--- config.mk ---
export PLATFORM = sky130hd
export DESIGN_NAME = deflate_fixed_huffman_token_packer
export DESIGN_NICKNAME = d
export VERILOG_FILES = /design/src/rtl/core/dfhp_pkg.sv /design/src/rtl/core/dfhp_encoder.sv /design/src/rtl/core/dfhp_packer.sv /design/src/rtl/core/deflate_fixed_huffman_token_packer.sv
export VERILOG_INCLUDE_DIRS = /design/src /design/src/rtl/core
export SDC_FILE = /design/constraint.sdc
export NUM_CORES = 1
export LEC_CHECK = 0
export BUFFER_PORTS_ARGS = -buffer_cell sky130_fd_sc_hd__buf_2
export CORE_MARGIN = 2
export CORE_UTILIZATION = 40
export CTS_CLUSTER_DIAMETER = 120
export DETAILED_ROUTE_END_ITERATION = 16
export PLACE_DENSITY_LB_ADDON = 0.2
export SETUP_SLACK_MARGIN = 0.15
export SLEW_MARGIN = 20
export SYNTH_ARGS = -nofsm -noshare
export SYNTH_HDL_FRONTEND = slang
export SYNTH_HIERARCHICAL = 1
export SYNTH_SLANG_ARGS = --single-unit
--- constraint.sdc ---
create_clock -name clk -period 7.9 [get_ports clk]
set_input_delay 1.58 -clock clk [delete_from_list [all_inputs] [get_ports clk]]
set_output_delay 1.58 -clock clk [all_outputs]
set_load 0.005 [all_outputs]
--- src/rtl/core/assert_macros.svh ---
// ---------------------------------------------------------------------------
// assert_macros.svh
// Concurrent assertion helpers, clocked on clk and disabled during rst.
// ---------------------------------------------------------------------------
`ifndef ASSERT_MACROS_SVH
`define ASSERT_MACROS_SVH

// Property must hold at every clock edge out of reset.
`define ASSERT_ALWAYS(label, expr, msg) \
  label: assert property (@(posedge clk) disable iff (rst) (expr)) else $error(msg);

// Antecedent implies consequent in the same cycle.
`define ASSERT_IMPL(label, ante, cons, msg) \
  label: assert property (@(posedge clk) disable iff (rst) (ante) |-> (cons)) else $error(msg);

// Antecedent implies consequent in the next cycle.
`define ASSERT_NEXT(label, ante, cons, msg) \
  label: assert property (@(posedge clk) disable iff (rst) (ante) |=> (cons)) else $error(msg);

`endif

--- src/rtl/core/dfhp_pkg.sv ---
// ---------------------------------------------------------------------------
// dfhp_pkg
// Types, tables and helpers for the fixed Huffman DEFLATE token packer.
// ---------------------------------------------------------------------------
package dfhp_pkg;

  typedef enum logic [1:0] {
    OP_HEADER  = 2'd0,
    OP_LITERAL = 2'd1,
    OP_MATCH   = 2'd2,
    OP_EOB     = 2'd3
  } op_t;

  localparam int unsigned CODE_W  = 31;  // longest token: 8 + 5 + 5 + 13
  localparam int unsigned COUNT_W = 5;
  localparam int unsigned ACC_W   = 38;  // 7 pending bits + longest token

  // encoded token, passed from encoder to packer
  typedef struct packed {
    logic [CODE_W-1:0]  bits;
    logic [COUNT_W-1:0] count;
    logic               eob;
  } enc_t;

  localparam logic [8:0] LEN_BASE [0:28] = '{
    9'd3,   9'd4,   9'd5,   9'd6,   9'd7,   9'd8,   9'd9,   9'd10,
    9'd11,  9'd13,  9'd15,  9'd17,  9'd19,  9'd23,  9'd27,  9'd31,
    9'd35,  9'd43,  9'd51,  9'd59,  9'd67,  9'd83,  9'd99,  9'd115,
    9'd131, 9'd163, 9'd195, 9'd227, 9'd258
  };

  localparam logic [2:0] LEN_XBITS [0:28] = '{
    3'd0, 3'd0, 3'd0, 3'd0, 3'd0, 3'd0, 3'd0, 3'd0,
    3'd1, 3'd1, 3'd1, 3'd1, 3'd2, 3'd2, 3'd2, 3'd2,
    3'd3, 3'd3, 3'd3, 3'd3, 3'd4, 3'd4, 3'd4, 3'd4,
    3'd5, 3'd5, 3'd5, 3'd5, 3'd0
  };

  localparam logic [15:0] DST_BASE [0:29] = '{
    16'd1,     16'd2,     16'd3,     16'd4,     16'd5,     16'd7,
    16'd9,     16'd13,    16'd17,    16'd25,    16'd33,    16'd49,
    16'd65,    16'd97,    16'd129,   16'd193,   16'd257,   16'd385,
    16'd513,   16'd769,   16'd1025,  16'd1537,  16'd2049,  16'd3073,
    16'd4097,  16'd6145,  16'd8193,  16'd12289, 16'd16385, 16'd24577
  };

  localparam logic [3:0] DST_XBITS [0:29] = '{
    4'd0,  4'd0,  4'd0,  4'd0,  4'd1,  4'd1,  4'd2,  4'd2,
    4'd3,  4'd3,  4'd4,  4'd4,  4'd5,  4'd5,  4'd6,  4'd6,
    4'd7,  4'd7,  4'd8,  4'd8,  4'd9,  4'd9,  4'd10, 4'd10,
    4'd11, 4'd11, 4'd12, 4'd12, 4'd13, 4'd13
  };

  localparam int unsigned LAST_SHORT_LEN_IDX = 22;  // symbols up to 279 use 7 bits

  // largest length code whose base does not exceed len
  function automatic logic [4:0] len_index(input logic [8:0] len);
    logic [4:0] idx;
    idx = '0;
    for (int i = 0; i < 29; i++) begin
      if (len >= LEN_BASE[i]) idx = 5'(i);
    end
    return idx;
  endfunction

  // largest distance code whose base does not exceed dst
  function automatic logic [4:0] dst_index(input logic [15:0] dst);
    logic [4:0] idx;
    idx = '0;
    for (int i = 0; i < 30; i++) begin
      if (dst >= DST_BASE[i]) idx = 5'(i);
    end
    return idx;
  endfunction

  // bit reversal of a 9-bit word; a k-bit code is passed left aligned
  function automatic logic [8:0] rev9(input logic [8:0] x);
    logic [8:0] r;
    for (int i = 0; i < 9; i++) begin
      r[i] = x[8-i];
    end
    return r;
  endfunction

endpackage

--- src/rtl/core/dfhp_encoder.sv ---
// ---------------------------------------------------------------------------
// dfhp_encoder
// Input register and fixed Huffman token encoder with a registered result.
// ---------------------------------------------------------------------------
module dfhp_encoder (
  input  logic              clk,
  input  logic              rst,
  input  logic              in_valid,
  output logic              in_ready,
  input  logic [1:0]        in_op,
  input  logic [7:0]        in_literal,
  input  logic [8:0]        in_length,
  input  logic [15:0]       in_distance,
  output logic              enc_valid,
  input  logic              enc_ready,
  output dfhp_pkg::enc_t    enc
);
  import dfhp_pkg::*;

  logic        tok_valid;
  logic [1:0]  tok_op;
  logic [7:0]  tok_literal;
  logic [8:0]  tok_length;
  logic [15:0] tok_distance;
  logic        tok_ready;

  enc_t        enc_next;
  logic [8:0]  len_c;
  logic [15:0] dst_c;
  logic [4:0]  li;
  logic [4:0]  di;
  logic [8:0]  sym_rev;
  logic [3:0]  ks;
  logic [2:0]  lx;
  logic [4:0]  le;
  logic [4:0]  dc;
  logic [3:0]  dx;
  logic [12:0] de;
  logic [8:0]  lit_rev;

  assign tok_ready = !enc_valid || enc_ready;
  assign in_ready  = !tok_valid || tok_ready;

  always_ff @(posedge clk) begin
    if (rst) begin
      tok_valid <= 1'b0;
    end else if (in_ready) begin
      tok_valid <= in_valid;
    end
    if (in_valid && in_ready) begin
      tok_op       <= in_op;
      tok_literal  <= in_literal;
      tok_length   <= in_length;
      tok_distance <= in_distance;
    end
  end

  always_comb begin
    len_c = tok_length;
    if (len_c < 9'd3) len_c = 9'd3;
    if (len_c > 9'd258) len_c = 9'd258;
    dst_c = tok_distance;
    if (dst_c == 16'd0) dst_c = 16'd1;
    if (dst_c > 16'd32768) dst_c = 16'd32768;

    li = len_index(len_c);
    di = dst_index(dst_c);

    if (li <= 5'(LAST_SHORT_LEN_IDX)) begin
      sym_rev = rev9({7'(li + 5'd1), 2'b00});
      ks      = 4'd7;
    end else begin
      sym_rev = rev9({8'hC0 + 8'(li - 5'd23), 1'b0});
      ks      = 4'd8;
    end
    lx = LEN_XBITS[li];
    le = 5'(len_c - LEN_BASE[li]);
    dc = 5'(rev9({di, 4'b0000}));
    dx = DST_XBITS[di];
    de = 13'(dst_c - DST_BASE[di]);

    if (tok_literal < 8'd144) begin
      lit_rev = rev9({tok_literal + 8'h30, 1'b0});
    end else begin
      lit_rev = rev9({1'b1, tok_literal});
    end

    enc_next = '0;
    unique case (op_t'(tok_op))
      OP_HEADER: begin
        enc_next.bits  = CODE_W'(3);
        enc_next.count = 5'd3;
      end
      OP_LITERAL: begin
        enc_next.bits  = CODE_W'(lit_rev);
        enc_next.count = (tok_literal < 8'd144) ? 5'd8 : 5'd9;
      end
      OP_MATCH: begin
        enc_next.bits  = CODE_W'(sym_rev)
                       | (CODE_W'(le) << ks)
                       | (CODE_W'(dc) << (5'(ks) + 5'(lx)))
                       | (CODE_W'(de) << (5'(ks) + 5'(lx) + 5'd5));
        enc_next.count = 5'(ks) + 5'(lx) + 5'd5 + 5'(dx);
      end
      OP_EOB: begin
        enc_next.bits  = '0;
        enc_next.count = 5'd7;
        enc_next.eob   = 1'b1;
      end
      default: enc_next = '0;
    endcase
  end

  always_ff @(posedge clk) begin
    if (rst) begin
      enc_valid <= 1'b0;
    end else if (tok_ready) begin
      enc_valid <= tok_valid;
    end
    if (tok_valid && tok_ready) begin
      enc <= enc_next;
    end
  end

endmodule

--- src/rtl/core/dfhp_packer.sv ---
// ---------------------------------------------------------------------------
// dfhp_packer
// Merges encoded tokens with pending bits and streams out completed bytes.
// ---------------------------------------------------------------------------
`include "assert_macros.svh"

module dfhp_packer (
  input  logic            clk,
  input  logic            rst,
  input  logic            enc_valid,
  output logic            enc_ready,
  input  dfhp_pkg::enc_t  enc,
  output logic            out_valid,
  input  logic            out_ready,
  output logic [7:0]      out_byte,
  output logic            out_last,
  output logic            out_end
);
  import dfhp_pkg::*;

  logic [6:0]       pbits;
  logic [2:0]       pcount;
  logic [31:0]      obuf;
  logic [2:0]       rem;
  logic             oend;

  logic [5:0]       total;
  logic [5:0]       total_r;
  logic [ACC_W-1:0] acc;
  logic [ACC_W-1:0] acc_sh;
  logic [2:0]       nbytes;
  logic             buf_free;
  logic             load;
  logic             pop;

  always_comb begin
    total   = 6'(pcount) + 6'(enc.count);
    total_r = enc.eob ? ((total + 6'd7) & 6'b111000) : total;
    nbytes  = total_r[5:3];
    acc     = ACC_W'(pbits) | (ACC_W'(enc.bits) << pcount);
    acc_sh  = acc >> {nbytes, 3'b000};
  end

  assign pop       = out_valid && out_ready;
  assign buf_free  = (rem == 3'd0) || (rem == 3'd1 && out_ready);
  assign enc_ready = (nbytes == 3'd0) || buf_free;
  assign load      = enc_valid && enc_ready;

  always_ff @(posedge clk) begin
    if (rst) begin
      pbits  <= '0;
      pcount <= '0;
      rem    <= '0;
      oend   <= 1'b0;
    end else begin
      if (load) begin
        pbits  <= enc.eob ? 7'd0 : acc_sh[6:0];
        pcount <= enc.eob ? 3'd0 : total[2:0];
      end
      if (load && nbytes != 3'd0) begin
        obuf <= acc[31:0];
        rem  <= nbytes;
        oend <= enc.eob;
      end else if (pop) begin
        obuf <= {8'h00, obuf[31:8]};
        rem  <= rem - 3'd1;
      end
    end
  end

  assign out_valid = (rem != 3'd0);
  assign out_byte  = obuf[7:0];
  assign out_last  = (rem == 3'd1);
  assign out_end   = oend && (rem == 3'd1);

  `ASSERT_ALWAYS(a_rem_range, rem <= 3'd4, "output buffer holds more than four bytes")
  `ASSERT_IMPL(a_end_is_last, out_valid && out_end, out_last, "stream end off the last byte")
  `ASSERT_IMPL(a_eob_emits, load && enc.eob, nbytes != 3'd0, "end of block produced no byte")
  `ASSERT_NEXT(a_eob_clears, load && enc.eob, pcount == 3'd0 && pbits == 7'd0,
               "pending bits left after end of block")
  `ASSERT_IMPL(a_no_overwrite, load && nbytes != 3'd0, buf_free,
               "bytes loaded over an unfinished run")

endmodule

--- src/rtl/core/deflate_fixed_huffman_token_packer.sv ---
// ---------------------------------------------------------------------------
// deflate_fixed_huffman_token_packer
// DEFLATE fixed Huffman token encoder with LSB-first byte packing.
// ---------------------------------------------------------------------------
// A token passes the input register, the encoder result register and the run buffer before its first byte is presented.
// Throughput: one token per cycle while each yields at most one byte and m_tready
// is held high; otherwise one token per output byte, since the one-byte output
// port drains a four-byte run buffer to its last byte before the next run loads.
// Reset (synchronous, rst high) empties the pipeline and clears the pending bits.
module deflate_fixed_huffman_token_packer (
  input  logic        clk,
  input  logic        rst,
  input  logic        s_tvalid,
  output logic        s_tready,
  input  logic [39:0] s_tdata,   // literal_byte[7:0], match_length[16:8],
                                 // match_distance[32:17], zero[39:33]
  input  logic [1:0]  s_tuser,   // op[1:0]
  output logic        m_tvalid,
  input  logic        m_tready,
  output logic [7:0]  m_tdata,   // out_byte[7:0]
  output logic        m_tlast,   // last_of_run
  output logic        m_tuser    // stream_end
);
  import dfhp_pkg::*;

  logic enc_valid;
  logic enc_ready;
  enc_t enc;

  dfhp_encoder u_encoder (
    .clk         (clk),
    .rst         (rst),
    .in_valid    (s_tvalid),
    .in_ready    (s_tready),
    .in_op       (s_tuser),
    .in_literal  (s_tdata[7:0]),
    .in_length   (s_tdata[16:8]),
    .in_distance (s_tdata[32:17]),
    .enc_valid   (enc_valid),
    .enc_ready   (enc_ready),
    .enc         (enc)
  );

  dfhp_packer u_packer (
    .clk       (clk),
    .rst       (rst),
    .enc_valid (enc_valid),
    .enc_ready (enc_ready),
    .enc       (enc),
    .out_valid (m_tvalid),
    .out_ready (m_tready),
    .out_byte  (m_tdata),
    .out_last  (m_tlast),
    .out_end   (m_tuser)
  );

endmodule
==> results.py <==
metrics = {
    "run_status": {
        "result_of_the_run": "finished clean",
    },
    "layout": {
        "synthToLayoutAreaGrowth_pct": 9.54,
        "finish.instance_area_um2": 12700,
        "fraction_of_final_layout_cells_with_drive_strength_greater_than_1": 0.134,
        "final_common_cell": "nand2_1",
        "finish.net_count": 1480,
        "num_antenna_cells": 0,
        "filler_cell_count": 2851,
        "postLayoutCoreUtil": 0.443,
        "layout_common_cells": "nand2_1, nor2_1, edfxtp_1, o21ai_0, a21oi_1",
    },
    "clock_network": {
        "tritoncts.num_buffers": 17,
        "clock_latency_ns": 0.43,
        "post_cts.repair.setup_buffers": 0,
        "clk_transition_reported_paths_ns": 0.06,
        "ctsRootBufferMaster": "clkbuf_16",
        "clock_sinks": 120,
        "post_cts_hold_buffer_count": 0,
        "cts-resized-gates": 0,
        "tritoncts_clock_tree": "yes",
        "cts.htree.levels": 4,
        "cts-root-to-sink-buffers": 2,
    },
    "sta": {
        "timing.final.hold_violations": 0,
        "setup_viol_count_final": 0,
        "period_needed_ns": 7.22,
        "period_share": 0.914,
        "rsz0062_at_grt": "no",
        "worstMarginPinSlew_ns": 1.07,
        "max_freq_mhz": 138,
        "fin_worst_skew_ns": 0.0152,
        "finalHoldWorstSlack_ns": 0.474,
        "slew-limit-headroom": 0.289,
        "timing_max_transition_violations_final": 0,
        "finalSetupTns_ns": 0,
    },
    "detailed_routing": {
        "routed_via_count": 10806,
        "remaining_antenna_violation_count_after_routing": 0,
        "detail_route.drc_violations": 0,
        "detail_route.wl_per_cell_um": 19.2,
        "route.final.wire_length_mm": 34.2,
        "first_pass_iters": 5,
        "first_iter_violations": 905,
        "vias_per_cell": 6.08,
    },
    "logic_synthesis": {
        "syn_avg_cell_area_um2": 8.34,
        "synthesis.instances": 1389,
        "post_synth_xor_area_fraction": 0.0249,
        "ys_async_sr_fraction": 0,
        "synth_area_um2": 11600,
        "synth_ff_type": "edfxtp_1",
        "synth_cell_type_count": 105,
        "yosys_warnings": 6,
        "synth_top_family_by_area": "compound AO/OA/AOI/OAI gates",
        "adder_cell_share_of_the_synthesized_area": 0.0624,
        "syn-num-nets": 1489,
        "post_synth_and_or_nand_nor_area_fraction": 0.209,
        "synth_compound_area_frac": 0.286,
        "synth_sequential_area_ratio": 0.297,
        "yosys_reg_bits": 120,
        "synth-edff-count": 104,
        "yosys-mux-area-fraction": 0.0649,
    },
    "global_routing": {
        "first_pass_grt_wire_length_mm": 54.8,
        "antenna_found_initial": 0,
        "grt_max_degree": 63,
        "via_count_of_the_first_global_routing_pass": 9858,
        "grt.total_usage": 0.225,
        "globalRoute.totalOverflow": 0,
    },
    "flow_run": {
        "number_of_max_cap_violations": 0,
    },
    "setup_path": {
        "timing.critical_path.to_type": "flop",
        "worst-endpoint-arrival_ns": 7.43,
        "crit_family": "compound AO/OA/AOI/OAI gates",
        "timing.critical_path.from_type": "flop",
        "path_max_fanout": 14,
        "timing_worst_setup_path_type": "flop to flop",
        "timing.critical_path.cells": "buf_4 -> or4_1 -> nor4_4 -> o41a_1 -> nor2_1 -> nor3_1 -> o21ai_2 -> nand2_2 -> ha_1 -> nor2_1 -> a21oi_1 -> nand2_1 -> ha_1 -> nor2b_1 -> o31a_1 -> o41ai_1 -> mux2_2 -> o311ai_0 -> o211ai_1 -> a31oi_1 -> nand2_1 -> a41oi_1",
        "timing.critical_path.buf_inv": 1,
        "crit_path_top_delay_cell": "or4_1",
        "cp_data_required_time_ns": 8.11,
        "cp_slowest_stage_delay_ns": 0.81,
    },
    "power_and_ir_drop": {
        "power.static_leakage_nw": 4.55,
        "power.density_nw_per_um2": 244,
        "vdd_drop_max_mv": 0.149,
    },
    "placement": {
        "gp_routability_congestion": 0.976,
        "port-buffer-count": 50,
        "dp_wirelength_mm": 25.7,
        "place_area_um2": 12100,
    },
    "floorplanning": {
        "initial_core_util": 0.405,
        "row_count": 62,
        "io-pin-count": 58,
        "die_h_um": 174,
        "core_region_area_um2": 28600,
        "floorplan.die.width_um": 174,
        "die_area_um2": 30300,
    },
    "hold_path": {
        "min-delay-path-class": "flop to flop",
    },
}
==> where the power goes <==
| part | switching (W) | total [W] | internal [W] |
|---|---|---|---|
| clock network | 0.000316 | 0.000813 | 0.000496 |
| registers | 0.0000633 | 0.000870 | 0.000806 |
| logic | 0.000915 | 0.00141 | 0.000493 |
==> cell families after synthesis <==
group / count (synthesis)
adders and majority gates: 55
and+or+nand+nor: 495
DFF: 120
xor gates and xnor gates: 30
muxes: 70
buffers and inverters: 148
AOI/OAI and AO/OA: 471
==> worst min-delay path, delay by kind of cell, from the launching register on <==
kind | cells | cell delay, ns
simple gates | 1 | 0.06
flops | 1 | 0.31
compound gates | 1 | 0.06
==> stage by stage <==
stage / instances / power [W] / setup WS, ns
2_1_floorplan: 1389 / 0.00187 / 1.13
3_3_place_gp: 1745 / 0.00225 / 1.02
3_5_place_dp: 1745 / 0.00226 / 0.852
4_1_cts: 1777 / 0.00308 / 0.822
5_1_grt: 1777 / 0.00328 / 0.201
6_report: 1777 / 0.00309 / 0.677
==> Yosys cell counts (7+ instances only) <==
cell | instances | share of area
inv_1 | 41 | 0.013
o41ai_1 | 11 | 0.0083
nor3_1 | 40 | 0.017
nand2_1 | 159 | 0.052
a22oi_1 | 9 | 0.0058
mux2i_1 | 38 | 0.033
nand2b_1 | 12 | 0.0065
nand3_1 | 33 | 0.014
dfxtp_1 | 16 | 0.028
nor2b_1 | 24 | 0.013
buf_2 | 17 | 0.0073
a21o_1 | 14 | 0.0091
o21a_1 | 13 | 0.0084
ha_1 | 49 | 0.053
or2_2 | 9 | 0.0049
xor2_1 | 9 | 0.0068
o22ai_1 | 19 | 0.010
o221ai_1 | 11 | 0.0083
buf_4 | 13 | 0.0084
a211oi_1 | 21 | 0.014
a31oi_1 | 34 | 0.018
nor2_1 | 130 | 0.042
mux2_2 | 31 | 0.030
o31ai_1 | 11 | 0.0071
o21bai_1 | 7 | 0.0045
o211ai_1 | 25 | 0.016
or3_1 | 13 | 0.0070
xnor2_1 | 19 | 0.014
a221oi_1 | 7 | 0.0053
o31a_1 | 7 | 0.0053
or4_1 | 10 | 0.0065
nand3b_1 | 12 | 0.0078
and2_1 | 8 | 0.0043
a21oi_1 | 85 | 0.037
edfxtp_1 | 104 | 0.27
o21ai_0 | 96 | 0.041
clkbuf_1 | 68 | 0.022
==> area by class of cell <==
cell class / count / area (um2) / area share
Clock buffer: 17 / 425 / 0.0335
Clock inverter: 15 / 178 / 0.0140
Inverter: 44 / 165 / 0.0130
Multi-Input combinational cell: 1121 / 7550 / 0.595
Sequential cell: 120 / 3440 / 0.271
Tap cell: 384 / 480 / 0.0379
Timing Repair Buffer: 76 / 445 / 0.0351
==> path summary, 6_finish.rpt <==
path	startpoint	slack, ns	endpoint	cells past startpoint
hold / removal	u_packer/pbits[6]	0.47	u_packer/pbits[6]	2
setup reg to reg	u_encoder/tok_distance[4]	0.68	u_encoder/enc[32]	22
setup / recovery	u_encoder/tok_distance[4]	0.68	u_encoder/enc[32]	22
hold reg to reg	u_packer/pbits[6]	0.47	u_packer/pbits[6]	2
==> sequential cells by signal, indices dropped and copies added, names as in the netlist <==
signal and cells:
u_packer/rem 3, u_encoder/tok_op 2, u_encoder/tok_valid 1, u_encoder/tok_length 9, u_encoder/enc_valid 1, u_packer/pcount 3
u_encoder/tok_literal 8, u_packer/pbits 7, u_packer/obuf 32, u_packer/oend 1, u_encoder/tok_distance 16, u_encoder/enc 37
==> layer usage <==
metal | global-route usage | part of all wire | vias to the layer above
met1 | 0.311 | 0.46 | 5102
met4 | 0.0658 | 0.022 | 0
met2 | 0.362 | 0.47 | 369
met3 | 0.0361 | 0.055 | 51
met5 | 0 | 0 | -
li1 | - | - | 5284
(Power assumes the default switching activity.)
